**config.mk**
```make
export PLATFORM = sky130hd
export DESIGN_NAME = adc_code_to_volt_text
export DESIGN_NICKNAME = d
export VERILOG_FILES = /design/src/rtl/core/acvt_pkg.sv /design/src/rtl/core/acvt_front.sv /design/src/rtl/core/acvt_queue.sv /design/src/rtl/core/acvt_back.sv /design/src/rtl/core/adc_code_to_volt_text.sv
export SDC_FILE = /design/constraint.sdc
export NUM_CORES = 1
export LEC_CHECK = 0
export ABC_AREA = 1
export BUFFER_PORTS_ARGS = -buffer_cell sky130_fd_sc_hd__buf_2
export CAP_MARGIN = 20
export CORE_MARGIN = 5
export CORE_UTILIZATION = 35
export DETAILED_ROUTE_END_ITERATION = 10
export PLACE_DENSITY_LB_ADDON = 0.1
export SLEW_MARGIN = 20
export SYNTH_ARGS = -nofsm -noshare
export SYNTH_HDL_FRONTEND = slang
export SYNTH_SLANG_ARGS = --single-unit
```
**constraint.sdc**
```tcl
create_clock -name clk_i -period 22.5 [get_ports clk_i]
set_input_delay 0 -clock clk_i [delete_from_list [all_inputs] [get_ports clk_i]]
set_output_delay 0 -clock clk_i [all_outputs]
set_load 0.02 [all_outputs]
```
**src/rtl/core/acvt_pkg.sv**
```systemverilog
// Package of the converter code to voltage text block: widths, constants, types.
// Used by the front, queue, back and top-level modules; depends on nothing.
package acvt_pkg;

  localparam int CodeW  = 24;
  localparam int ChanW  = 8;
  localparam int TypeW  = 8;
  localparam int ByteW  = 8;
  localparam int MagW   = 22;
  localparam int ProdW  = 46;
  localparam int SumW   = 23;
  localparam int ThrW   = 24;
  localparam int StepW  = 4;
  localparam int PowIdxW = 3;

  localparam int QDepth = 2;
  localparam int QPtrW  = $clog2(QDepth);
  localparam int QCntW  = $clog2(QDepth + 1);

  localparam logic [MagW-1:0]  UniSpan   = MagW'(2500000);
  localparam logic [SumW-1:0]  BiOffset  = SumW'(2500000);
  localparam logic [TypeW-1:0] UniTypeLo = TypeW'(33);
  localparam logic [TypeW-1:0] UniTypeHi = TypeW'(36);
  localparam int               RowShift  = 6;
  localparam logic [ByteW-1:0] ColOffset = ByteW'(3);
  localparam logic [ByteW-1:0] BaseReset = ByteW'(128);

  localparam logic [ByteW-1:0] CharMinus = 8'h2D;
  localparam logic [ByteW-1:0] CharSpace = 8'h20;
  localparam logic [ByteW-1:0] CharZero  = 8'h30;
  localparam logic [ByteW-1:0] CharPoint = 8'h2E;

  localparam logic [StepW-1:0] StepAddr  = 4'd0;
  localparam logic [StepW-1:0] StepSign  = 4'd1;
  localparam logic [StepW-1:0] StepUnits = 4'd2;
  localparam logic [StepW-1:0] StepPoint = 4'd3;
  localparam logic [StepW-1:0] StepLast  = 4'd9;
  localparam logic [PowIdxW-1:0] UnitsPow = 3'd6;

  localparam int CfgAddrW = 3;
  localparam logic RegBaseIdx = 1'b0;

  typedef struct packed {
    logic             neg;
    logic [MagW-1:0]  mag;
    logic [ByteW-1:0] addr;
  } acvt_entry_t;

  function automatic logic [ThrW-1:0] pow10(input logic [PowIdxW-1:0] idx);
    logic [ThrW-1:0] val;
    case (idx)
      3'd0: val = ThrW'(1);
      3'd1: val = ThrW'(10);
      3'd2: val = ThrW'(100);
      3'd3: val = ThrW'(1000);
      3'd4: val = ThrW'(10000);
      3'd5: val = ThrW'(100000);
      3'd6: val = ThrW'(1000000);
      default: val = ThrW'(1000000);
    endcase
    return val;
  endfunction

endpackage

```
**src/rtl/core/acvt_front.sv**
```systemverilog
// Front part: accepts samples, scales them to microvolts and forms the address byte.
// Depends on acvt_pkg.
module acvt_front (
  input  logic                       clk_i,
  input  logic                       rst_ni,
  input  logic                       in_valid_i,
  output logic                       in_ready_o,
  input  logic [acvt_pkg::CodeW-1:0] code_i,
  input  logic [acvt_pkg::ChanW-1:0] chan_i,
  input  logic [acvt_pkg::TypeW-1:0] type_i,
  input  logic [acvt_pkg::ByteW-1:0] base_i,
  output logic                       push_valid_o,
  input  logic                       push_ready_i,
  output acvt_pkg::acvt_entry_t      push_entry_o
);
  import acvt_pkg::*;

  logic            valid_q, valid_d;
  logic [SumW-1:0] sum_q, sum_d;
  logic            uni_q, uni_d;
  logic [ByteW-1:0] addr_q, addr_d;
  logic [ProdW-1:0] prod;
  logic            accept;
  logic            neg;

  assign in_ready_o = !valid_q || push_ready_i;
  assign accept     = in_valid_i && in_ready_o;
  assign prod       = ProdW'(code_i) * ProdW'(UniSpan);

  always_comb begin
    valid_d = valid_q;
    sum_d   = sum_q;
    uni_d   = uni_q;
    addr_d  = addr_q;
    if (accept) begin
      valid_d = 1'b1;
      sum_d   = prod[ProdW-1 -: SumW];
      uni_d   = (type_i >= UniTypeLo) && (type_i <= UniTypeHi);
      addr_d  = base_i | ByteW'(({ChanW'(0), chan_i} << RowShift) + {ChanW'(0), ColOffset});
    end else if (push_ready_i) begin
      valid_d = 1'b0;
    end
  end

  always_comb begin
    neg = 1'b0;
    push_entry_o.addr = addr_q;
    if (uni_q) begin
      push_entry_o.mag = sum_q[SumW-1:1];
    end else if (sum_q < BiOffset) begin
      neg = 1'b1;
      push_entry_o.mag = MagW'(BiOffset - sum_q);
    end else begin
      push_entry_o.mag = MagW'(sum_q - BiOffset);
    end
    push_entry_o.neg = neg;
  end

  assign push_valid_o = valid_q;

  always_ff @(posedge clk_i or negedge rst_ni) begin
    if (!rst_ni) begin
      valid_q <= 1'b0;
    end else begin
      valid_q <= valid_d;
    end
  end

  always_ff @(posedge clk_i) begin
    sum_q  <= sum_d;
    uni_q  <= uni_d;
    addr_q <= addr_d;
  end

endmodule

```
**src/rtl/core/acvt_queue.sv**
```systemverilog
// Short register queue between the front and back parts.
// Depends on acvt_pkg.
module acvt_queue (
  input  logic                  clk_i,
  input  logic                  rst_ni,
  input  logic                  push_valid_i,
  output logic                  push_ready_o,
  input  acvt_pkg::acvt_entry_t push_entry_i,
  output logic                  head_valid_o,
  input  logic                  pop_i,
  output acvt_pkg::acvt_entry_t head_entry_o
);
  import acvt_pkg::*;

  acvt_entry_t      entries_q [QDepth];
  logic [QPtrW-1:0] wr_ptr_q, wr_ptr_d;
  logic [QPtrW-1:0] rd_ptr_q, rd_ptr_d;
  logic [QCntW-1:0] count_q, count_d;
  logic             push, pop;

  assign push_ready_o = count_q != QCntW'(QDepth);
  assign head_valid_o = count_q != '0;
  assign head_entry_o = entries_q[rd_ptr_q];
  assign push         = push_valid_i && push_ready_o;
  assign pop          = pop_i && head_valid_o;

  always_comb begin
    wr_ptr_d = wr_ptr_q;
    rd_ptr_d = rd_ptr_q;
    count_d  = count_q;
    if (push) begin
      wr_ptr_d = (wr_ptr_q == QPtrW'(QDepth - 1)) ? '0 : wr_ptr_q + 1'b1;
    end
    if (pop) begin
      rd_ptr_d = (rd_ptr_q == QPtrW'(QDepth - 1)) ? '0 : rd_ptr_q + 1'b1;
    end
    if (push && !pop) begin
      count_d = count_q + 1'b1;
    end else if (pop && !push) begin
      count_d = count_q - 1'b1;
    end
  end

  always_ff @(posedge clk_i or negedge rst_ni) begin
    if (!rst_ni) begin
      wr_ptr_q <= '0;
      rd_ptr_q <= '0;
      count_q  <= '0;
    end else begin
      wr_ptr_q <= wr_ptr_d;
      rd_ptr_q <= rd_ptr_d;
      count_q  <= count_d;
    end
  end

  always_ff @(posedge clk_i) begin
    if (push) begin
      entries_q[wr_ptr_q] <= push_entry_i;
    end
  end

endmodule

```
**src/rtl/core/acvt_back.sv**
```systemverilog
// Back part: emits the address command and the nine text characters, one digit per step.
// Depends on acvt_pkg.
module acvt_back (
  input  logic                       clk_i,
  input  logic                       rst_ni,
  input  logic                       head_valid_i,
  input  acvt_pkg::acvt_entry_t      head_entry_i,
  output logic                       pop_o,
  output logic                       out_valid_o,
  input  logic                       out_ready_i,
  output logic [acvt_pkg::ByteW-1:0] out_byte_o,
  output logic                       out_instr_o,
  output logic                       out_last_o
);
  import acvt_pkg::*;

  logic [StepW-1:0]   step_q, step_d;
  logic [MagW-1:0]    rem_q, rem_d;
  logic               valid_q, valid_d;
  logic [ByteW-1:0]   byte_q, byte_d;
  logic               instr_q, instr_d;
  logic               last_q, last_d;
  logic               emit;
  logic [PowIdxW-1:0] pidx;
  logic [ThrW-1:0]    thr [10];
  logic [StepW-1:0]   digit;

  assign emit  = head_valid_i && (!valid_q || out_ready_i);
  assign pop_o = emit && (step_q == StepLast);

  always_comb begin
    pidx = (step_q == StepUnits) ? UnitsPow : PowIdxW'(StepLast - step_q);
    thr[0] = '0;
    digit  = '0;
    for (int m = 1; m < 10; m++) begin
      thr[m] = ThrW'(m) * pow10(pidx);
      if (ThrW'(rem_q) >= thr[m]) begin
        digit = StepW'(m);
      end
    end
  end

  always_comb begin
    step_d  = step_q;
    rem_d   = rem_q;
    valid_d = valid_q;
    byte_d  = byte_q;
    instr_d = instr_q;
    last_d  = last_q;
    if (emit) begin
      valid_d = 1'b1;
      instr_d = 1'b0;
      last_d  = step_q == StepLast;
      step_d  = (step_q == StepLast) ? StepAddr : step_q + 1'b1;
      case (step_q)
        StepAddr: begin
          byte_d  = head_entry_i.addr;
          instr_d = 1'b1;
        end
        StepSign: begin
          byte_d = head_entry_i.neg ? CharMinus : CharSpace;
          rem_d  = head_entry_i.mag;
        end
        StepPoint: begin
          byte_d = CharPoint;
        end
        default: begin
          byte_d = CharZero + ByteW'(digit);
          rem_d  = MagW'(ThrW'(rem_q) - thr[digit]);
        end
      endcase
    end else if (out_ready_i) begin
      valid_d = 1'b0;
    end
  end

  assign out_valid_o = valid_q;
  assign out_byte_o  = byte_q;
  assign out_instr_o = instr_q;
  assign out_last_o  = last_q;

  always_ff @(posedge clk_i or negedge rst_ni) begin
    if (!rst_ni) begin
      step_q  <= StepAddr;
      valid_q <= 1'b0;
    end else begin
      step_q  <= step_d;
      valid_q <= valid_d;
    end
  end

  always_ff @(posedge clk_i) begin
    rem_q   <= rem_d;
    byte_q  <= byte_d;
    instr_q <= instr_d;
    last_q  <= last_d;
  end

endmodule

```
**src/rtl/core/adc_code_to_volt_text.sv**
```systemverilog
// Top level of the converter code to voltage text block: stream ports and the config register.
// Instantiates acvt_front, acvt_queue and acvt_back; depends on acvt_pkg.
// The address command passes the front register, a queue entry and the back output register.
// Throughput: ten result bytes per sample, one per cycle while m_axis_tready_i is high, set by
// the one-byte result port; two more samples are buffered meanwhile.
// Reset: rst_ni low clears all handshake state and sets the address base to 128.
module adc_code_to_volt_text (
  input  logic                          clk_i,
  input  logic                          rst_ni,
  input  logic                          s_axis_tvalid_i,
  output logic                          s_axis_tready_o,
  input  logic [31:0]                   s_axis_tdata_i,  // sample_code[23:0], channel[31:24]
  input  logic [acvt_pkg::TypeW-1:0]    s_axis_tuser_i,  // msg_type[7:0]
  output logic                          m_axis_tvalid_o,
  input  logic                          m_axis_tready_i,
  output logic [acvt_pkg::ByteW-1:0]    m_axis_tdata_o,  // out_byte[7:0]
  output logic                          m_axis_tuser_o,  // is_instruction[0]
  output logic                          m_axis_tlast_o,
  input  logic                          psel,
  input  logic                          penable,
  input  logic                          pwrite,
  input  logic [acvt_pkg::CfgAddrW-1:0] paddr,
  input  logic [31:0]                   pwdata,
  output logic [31:0]                   prdata,
  output logic                          pready
);
  import acvt_pkg::*;

  logic [ByteW-1:0] base_q, base_d;
  logic             push_valid, push_ready, head_valid, pop;
  acvt_entry_t      push_entry, head_entry;
  logic             reg_sel;

  assign pready  = 1'b1;
  assign reg_sel = paddr[2] == RegBaseIdx;
  assign prdata  = reg_sel ? {24'd0, base_q} : 32'd0;

  always_comb begin
    base_d = base_q;
    if (psel && penable && pwrite && reg_sel) begin
      base_d = pwdata[ByteW-1:0];
    end
  end

  always_ff @(posedge clk_i or negedge rst_ni) begin
    if (!rst_ni) begin
      base_q <= BaseReset;
    end else begin
      base_q <= base_d;
    end
  end

  acvt_front u_front (
    .clk_i        (clk_i),
    .rst_ni       (rst_ni),
    .in_valid_i   (s_axis_tvalid_i),
    .in_ready_o   (s_axis_tready_o),
    .code_i       (s_axis_tdata_i[CodeW-1:0]),
    .chan_i       (s_axis_tdata_i[CodeW+ChanW-1:CodeW]),
    .type_i       (s_axis_tuser_i),
    .base_i       (base_q),
    .push_valid_o (push_valid),
    .push_ready_i (push_ready),
    .push_entry_o (push_entry)
  );

  acvt_queue u_queue (
    .clk_i        (clk_i),
    .rst_ni       (rst_ni),
    .push_valid_i (push_valid),
    .push_ready_o (push_ready),
    .push_entry_i (push_entry),
    .head_valid_o (head_valid),
    .pop_i        (pop),
    .head_entry_o (head_entry)
  );

  acvt_back u_back (
    .clk_i        (clk_i),
    .rst_ni       (rst_ni),
    .head_valid_i (head_valid),
    .head_entry_i (head_entry),
    .pop_o        (pop),
    .out_valid_o  (m_axis_tvalid_o),
    .out_ready_i  (m_axis_tready_i),
    .out_byte_o   (m_axis_tdata_o),
    .out_instr_o  (m_axis_tuser_o),
    .out_last_o   (m_axis_tlast_o)
  );

endmodule

```
==> results_dict.tcl, run 1 <==
set metrics [dict create \
    final.setup.worst_slack_ns 9.75 \
    first_iter_violations 1084 \
    synth_common_cells "inv_1, nand2_1, ha_1" \
    die_y_um 254 \
    synth_seq_area_share_pct 19.5 \
    setup_violations 0 \
    register_area_sq_mm 0.00406 \
    clk_latency_ns 0.43 \
    synth_enable_flop_cells 120 \
    synth_cells 2557 \
    clock_skew_ns 0.0150 \
    maxCapViolations 0 \
    ys.warnings.count 0 \
    grt_pass1_wl_um 97800 \
    slew_headroom_pct 34.9 \
    die_w_um 254 \
    finish.instance_area_sq_mm 0.0226 \
    vias 17300 \
    syn_area_per_cell_sq_um 8.12 \
    n_fill_cell 6106 \
    cts_setup_buffers 0 \
    clockBufferDepth 2 \
    status "complete, no violations" \
    dpl_cell_area_sq_mm 0.0219 \
    cp_max_fo 29 \
    yosysMostFrequentCell "inv_1" \
    num_antenna_cells 0 \
    place_congestion 0.923 \
    nNetsFinal 3263 \
    synthArstFlopShare_pct 13.0 \
    yosys.area.top_type "ha_1" \
    min_period_ns 12.75 \
    reg2reg_depth 57 \
    cts_tree "built" \
    syn_area_sq_mm 0.0208 \
    row_count 89 \
    critPathRequiredTime_ns 22.67 \
    critical_path_class "reg2reg" \
    viasPerCell 5.06 \
    final_max_slew_viol_count 0 \
    synthTopCellsByArea "ha_1, edfxtp_1, fa_1" \
    layout-drive-gt1-share_pct 6.23 \
    worst_pin_slew_ns 0.972 \
    cts-root-buf "clkbuf_16" \
    dr.pass1.iters 7 \
    synth_top_area_share_pct 25.4 \
    grt_max_degree 52 \
    clk_pin_slew_worst_paths_ns 0.06 \
    hpwl_um 50400 \
    synth_seq_cells 138 \
    rsz0062_at_grt "no" \
    die_area_sq_mm 0.0643 \
    ys.flop_type "edfxtp_1" \
    antenna_found_initial 0 \
    fmax_mhz 78.5 \
    cts_max_level 4 \
    cp-end-kind "flop" \
    post_cts_resized 0 \
    grt_pass1_vias 17600 \
    overflow 0 \
    port_buffers 69 \
    max_stage_delay_ns 0.77 \
    numClockSinks 138 \
    coreArea_sq_mm 0.0589 \
    gr-usage-all-layers_pct 19.2 \
    cp_slowest_cell "nor2_1" \
    crit_path_frequent_cell "nand2_1" \
    wl_um 61400 \
    multiInputGateArea_sq_mm 0.0147 \
    critPathLaunchType "flop" \
    dp_slack_ns 9.77 \
    worstPathArrival_ns 12.92 \
    antenna_left 0 \
    hold_path_class "in2async" \
    initial_core_util_pct 35.2 \
    finalSetupTns_ns 0 \
    ys_types 65 \
    finalCritPeriodShare_pct 56.6 \
    wl_per_cell_um 17.9 \
    area_growth_pct 8.96 \
    cts_buffers 17 \
    ios 127 \
    drc 0 \
    hold_viol_final 0 \
]
[final cells by class]
type / instances / share of cell area, %
Multi-Input combinational cell: 1909 / 64.8
Sequential cell: 138 / 17.9
Inverter: 466 / 7.75
Tap cell: 773 / 4.28
Timing Repair Buffer: 102 / 2.82
Clock buffer: 19 / 1.91
Clock inverter: 13 / 0.531
[per-layer routing]
metal  vias to the layer above  wire length (um)  global-route usage (%)
met5                         -                 0                       0
met4                         0              1090                    3.92
met3                        61              2020                    2.07
met2                       309             30400                    33.7
met1                      8277             27900                    25.7
li1                       8657                 -                       -
[flip-flops by register name, indices dropped and copies added, names as in the netlist, 2 cells and up]
register	count
u_back.out_byte_o	8
u_back.step_q	4
u_queue.count_q	2
u_back.rem_q	22
base_q	8
u_front.addr_q	6
u_queue.entries_q	58
u_front.sum_q	23
[repair_timing]
| item | 4_1_cts | 5_1_grt |
|---|---|---|
| setup endpoints to repair | 0 | 0 |
| hold endpoints to repair | 31 | 0 |
| hold buffers | 15 | 0 |
[logic make-up (layout without fill, tap and decap cells)]
| kind of cell | count (synthesis) | in the layout | synth area share [%] |
|---|---|---|---|
| AOI/OAI and AO/OA | 459 | 459 | 12.7 |
| buffers and inverters | 536 | 600 | 10.4 |
| DFF | 138 | 138 | 19.5 |
| adders and majority gates | 547 | 547 | 37.5 |
| other | 2 | 28 | 0.0362 |
| and+or+nand+nor | 794 | 794 | 16.4 |
| xor gates and xnor gates | 81 | 81 | 3.42 |
[metrics by stage]
stage	utilization [%]	cells	hold WS [ns]
finish	38.4	3420	0.0648
global route	38.4	3420	0.0877
CTS	38.4	3419	0.0578
detailed placement	37.2	3372	-0.0182
global placement	37.2	3372	-0.0227
floorplan	-	2583	-0.296
[worst max-delay path, delay by kind of cell, from the launching register on]
kind / cells / cell delay (ns)
simple gates: 25 / 4.02
buf+inv: 12 / 2.86
compound gates: 13 / 2.42
fa+ha+maj: 5 / 2.02
flops: 1 / 0.74
xor+xnor: 2 / 0.36
[cells in the final DEF (no fill, tap or decap), types with 8 or more instances in the layout]
cell type and n:
buf_2 69, ha_1 421, buf_4 17, o221ai_1 8, nor3_1 20, o21bai_1 9
nand2_1 439, o211ai_1 19, conb_1 28, dlygate4sd3_1 15, xor2_1 59, nand3_1 109
a31oi_1 10, xnor2_1 22, o21ai_1 17, nor2_1 144, fa_1 126, a21o_1 12
inv_1 454, nand4_1 35, edfxtp_1 120, clkbuf_16 17, a21oi_1 207, o21ai_0 123
inv_2 8, dfrtp_1 17
[path summary, 6_finish.rpt]
kind,startpoint,endpoint,slack [ns]
min reg2reg,u_front.addr_q[7],u_queue.entries_q[0][7],0.44
min,rst_ni,u_back.step_q[3],0.06
max in group asynchronous,rst_ni,base_q[7],22.07
max,u_back.step_q[1],u_back.rem_q[21],9.75
max reg2reg,u_back.step_q[1],u_back.rem_q[21],9.75
min in group clk_i,pwrite,base_q[7],0.22
Power of run 1 is not shown: default switching activity piles up to over one toggle a cycle in this logic, so the estimate is an artifact.
==> run 2: changes to the inputs <==
--- a/config.mk
+++ b/config.mk
@@ -5,7 +5,7 @@
 export SDC_FILE = /design/constraint.sdc
 export NUM_CORES = 1
 export LEC_CHECK = 0
-export ABC_AREA = 1
+export ABC_AREA = 0
 export BUFFER_PORTS_ARGS = -buffer_cell sky130_fd_sc_hd__buf_2
 export CAP_MARGIN = 20
 export CORE_MARGIN = 5
==> constraint.sdc (replaced) <==
create_clock -name clk_i -period 13.3 [get_ports clk_i]
set_input_delay 0 -clock clk_i [delete_from_list [all_inputs] [get_ports clk_i]]
set_output_delay 0 -clock clk_i [all_outputs]
set_load 0.02 [all_outputs]
==> results_dict.tcl, run 2 <==
set metrics [dict create \
    status "complete, no violations" \
    fmax_mhz 84.8 \
    syn_area_per_cell_sq_um 9.31 \
    cts_max_level 4 \
    final_cell_mix "ha_1, inv_1, nand2_1" \
    finalCritPeriodShare_pct 88.7 \
    synth-compound-area-share_pct 16.3 \
    worst_r2r_endpoint "u_back.rem_q[20]" \
    cp_slowest_cell "o41ai_1" \
    wl_per_cell_um 19.4 \
    topRoutingLayerUsed "met4" \
    synth_seq_cells 138 \
    cts_setup_buffers 0 \
    final.setup.worst_slack_ns 1.50 \
    wl_met2_um 27600 \
    rsz0062_at_grt "no" \
    drc 0 \
    min_period_ns 11.80 \
    hold_start "s_axis_tuser_i[7]" \
    layout_commonest_cell "ha_1" \
    area_growth_pct 9.81 \
    numClockSinks 138 \
    critical_path_class "reg2reg" \
    vias 16000 \
    yosysMostFrequentCell "ha_1" \
    met3_length_um 2110 \
    place_congestion 0.919 \
    ios 127 \
    max_flop_register "u_queue.entries_q" \
    synth-xor-area-share_pct 3.98 \
    critPathRequiredTime_ns 13.42 \
    dr.pass1.iters 5 \
    syn_area_sq_mm 0.0204 \
    slew_headroom_pct 31.2 \
    port_buffers 69 \
    cp-end-kind "flop" \
    clockBufferDepth 2 \
    largest_reg_flops 58 \
    layout-drive-gt1-share_pct 8.69 \
    synth_cells 2196 \
    cts-root-buf "clkbuf_16" \
    cts_buffers 17 \
    synth_top_area_share_pct 25.8 \
    hold_viol_final 0 \
    synth_mux_area_share_pct 2.72 \
    wl_um 59500 \
    synthArstFlopShare_pct 13.0 \
    overflow 0 \
    row_count 88 \
    finalSetupTns_ns 0 \
    setup_violations 0 \
    reg2reg_depth 50 \
    wl_met1_um 28300 \
    ys.warnings.count 0 \
    antenna_found_initial 0 \
    synth_fa_ha_area_share_pct 38.1 \
    crit_path_frequent_cell "inv_1" \
    place_inst 3020 \
    worstPathArrival_ns 11.92 \
    die_w_um 252 \
    hold_path_end "u_front.uni_q" \
    critPathLaunchType "flop" \
    synth_common_cells "ha_1, inv_1, nand2_1" \
    num_antenna_cells 0 \
    top_regs "u_queue.entries_q x58, u_front.sum_q x23, u_back.rem_q x22" \
    synth_seq_area_share_pct 19.8 \
    instances_no_fill 3066 \
    antenna_left 0 \
    synth_top_family_by_area "adder cells" \
    r2r-start "u_back.step_q[2]" \
    reg2reg_slack_ns 1.50 \
    cts_hold_buffers 14 \
    grt_max_degree 46 \
    hold_path_class "in2reg" \
    ys_types 98 \
    first_iter_violations 978 \
    initial_core_util_pct 35.4 \
    synthTopCellsByArea "ha_1, edfxtp_1, fa_1" \
    hpwl_um 48300 \
    max_stage_delay_ns 0.60 \
    grt_pass1_wl_um 93800 \
    synth_enable_flop_cells 120 \
    clock_skew_ns 0.0122 \
    whs_ns 0.0261 \
    maxCapViolations 0 \
    dp_slack_ns 1.59 \
    viasPerCell 5.23 \
    die_area_sq_mm 0.0633 \
    final_max_slew_viol_count 0 \
    cts_tree "built" \
    yosys.area.top_type "ha_1" \
    min_path_cells 3 \
    clk_latency_ns 0.42 \
    gr-usage-all-layers_pct 18.6 \
    cp_max_fo 15 \
    die_y_um 252 \
    nNetsFinal 2917 \
    coreArea_sq_mm 0.0578 \
    yosys.area_share.simple_pct 10.8 \
    clk_pin_slew_worst_paths_ns 0.07 \
    post_cts_resized 0 \
    ys.flop_type "edfxtp_1" \
    worst_pin_slew_ns 1.02 \
    grt_pass1_vias 16400 \
]
==> run 2: worst max-delay path by stage <==
stage	start	end	slack, ns	cells past startpoint
2_1_floorplan	u_back.step_q[1]	u_back.rem_q[20]	2.86	53
3_3_place_gp	u_back.step_q[2]	u_back.rem_q[20]	1.83	46
3_5_place_dp	u_back.step_q[2]	u_back.rem_q[20]	1.59	50
4_1_cts	u_back.step_q[2]	u_back.rem_q[20]	1.52	50
5_1_grt	u_back.step_q[2]	u_back.rem_q[21]	0.57	49
6_report	u_back.step_q[2]	u_back.rem_q[20]	1.50	50
==> run 2: metal layers <==
| metal | global-route usage, % | vias to the layer above |
|---|---|---|
| li1 | - | 7901 |
| met1 | 26.1 | 7711 |
| met2 | 31.2 | 333 |
| met3 | 1.83 | 80 |
| met4 | 4.52 | 0 |
| met5 | 0 | - |
==> run 2: final cells by class <==
class | count | area (sq um)
well taps | 765 | 957
flip-flops and latches | 138 | 4060
clock buffers | 18 | 439
multi-input cells | 1677 | 14800
clock inverters | 14 | 135
fillers | 5842 | 35400
inverters | 331 | 1240
repair buffers | 123 | 786
==> run 2: kinds of logic after synthesis <==
logic type	Yosys count
adders and majority gates	547
AOI/OAI and AO/OA	503
and+or+nand+nor	453
buffers and inverters	407
DFF	138
xor gates and xnor gates	93
muxes	53
other	2
==> run 2: worst max-delay path, delay by kind of cell (launching register included) <==
kind,cells,cell delay (ns)
AOI/OAI and AO/OA,23,4.63
xor gates and xnor gates,2,0.51
buffers and inverters,9,1.49
adders and majority gates,5,2.01
DFF,1,0.51
and+or+nand+nor,11,2.29
==> run 2: per-stage QoR <==
stage / instance area [sq um] / utilization [%]
global placement: 21700 / 37.6
detailed placement: 21700 / 37.6
CTS: 22400 / 38.8
global route: 22400 / 38.8
finish: 22400 / 38.8
floorplan: 20500 / -
Power of run 2 is left out for the same reason.
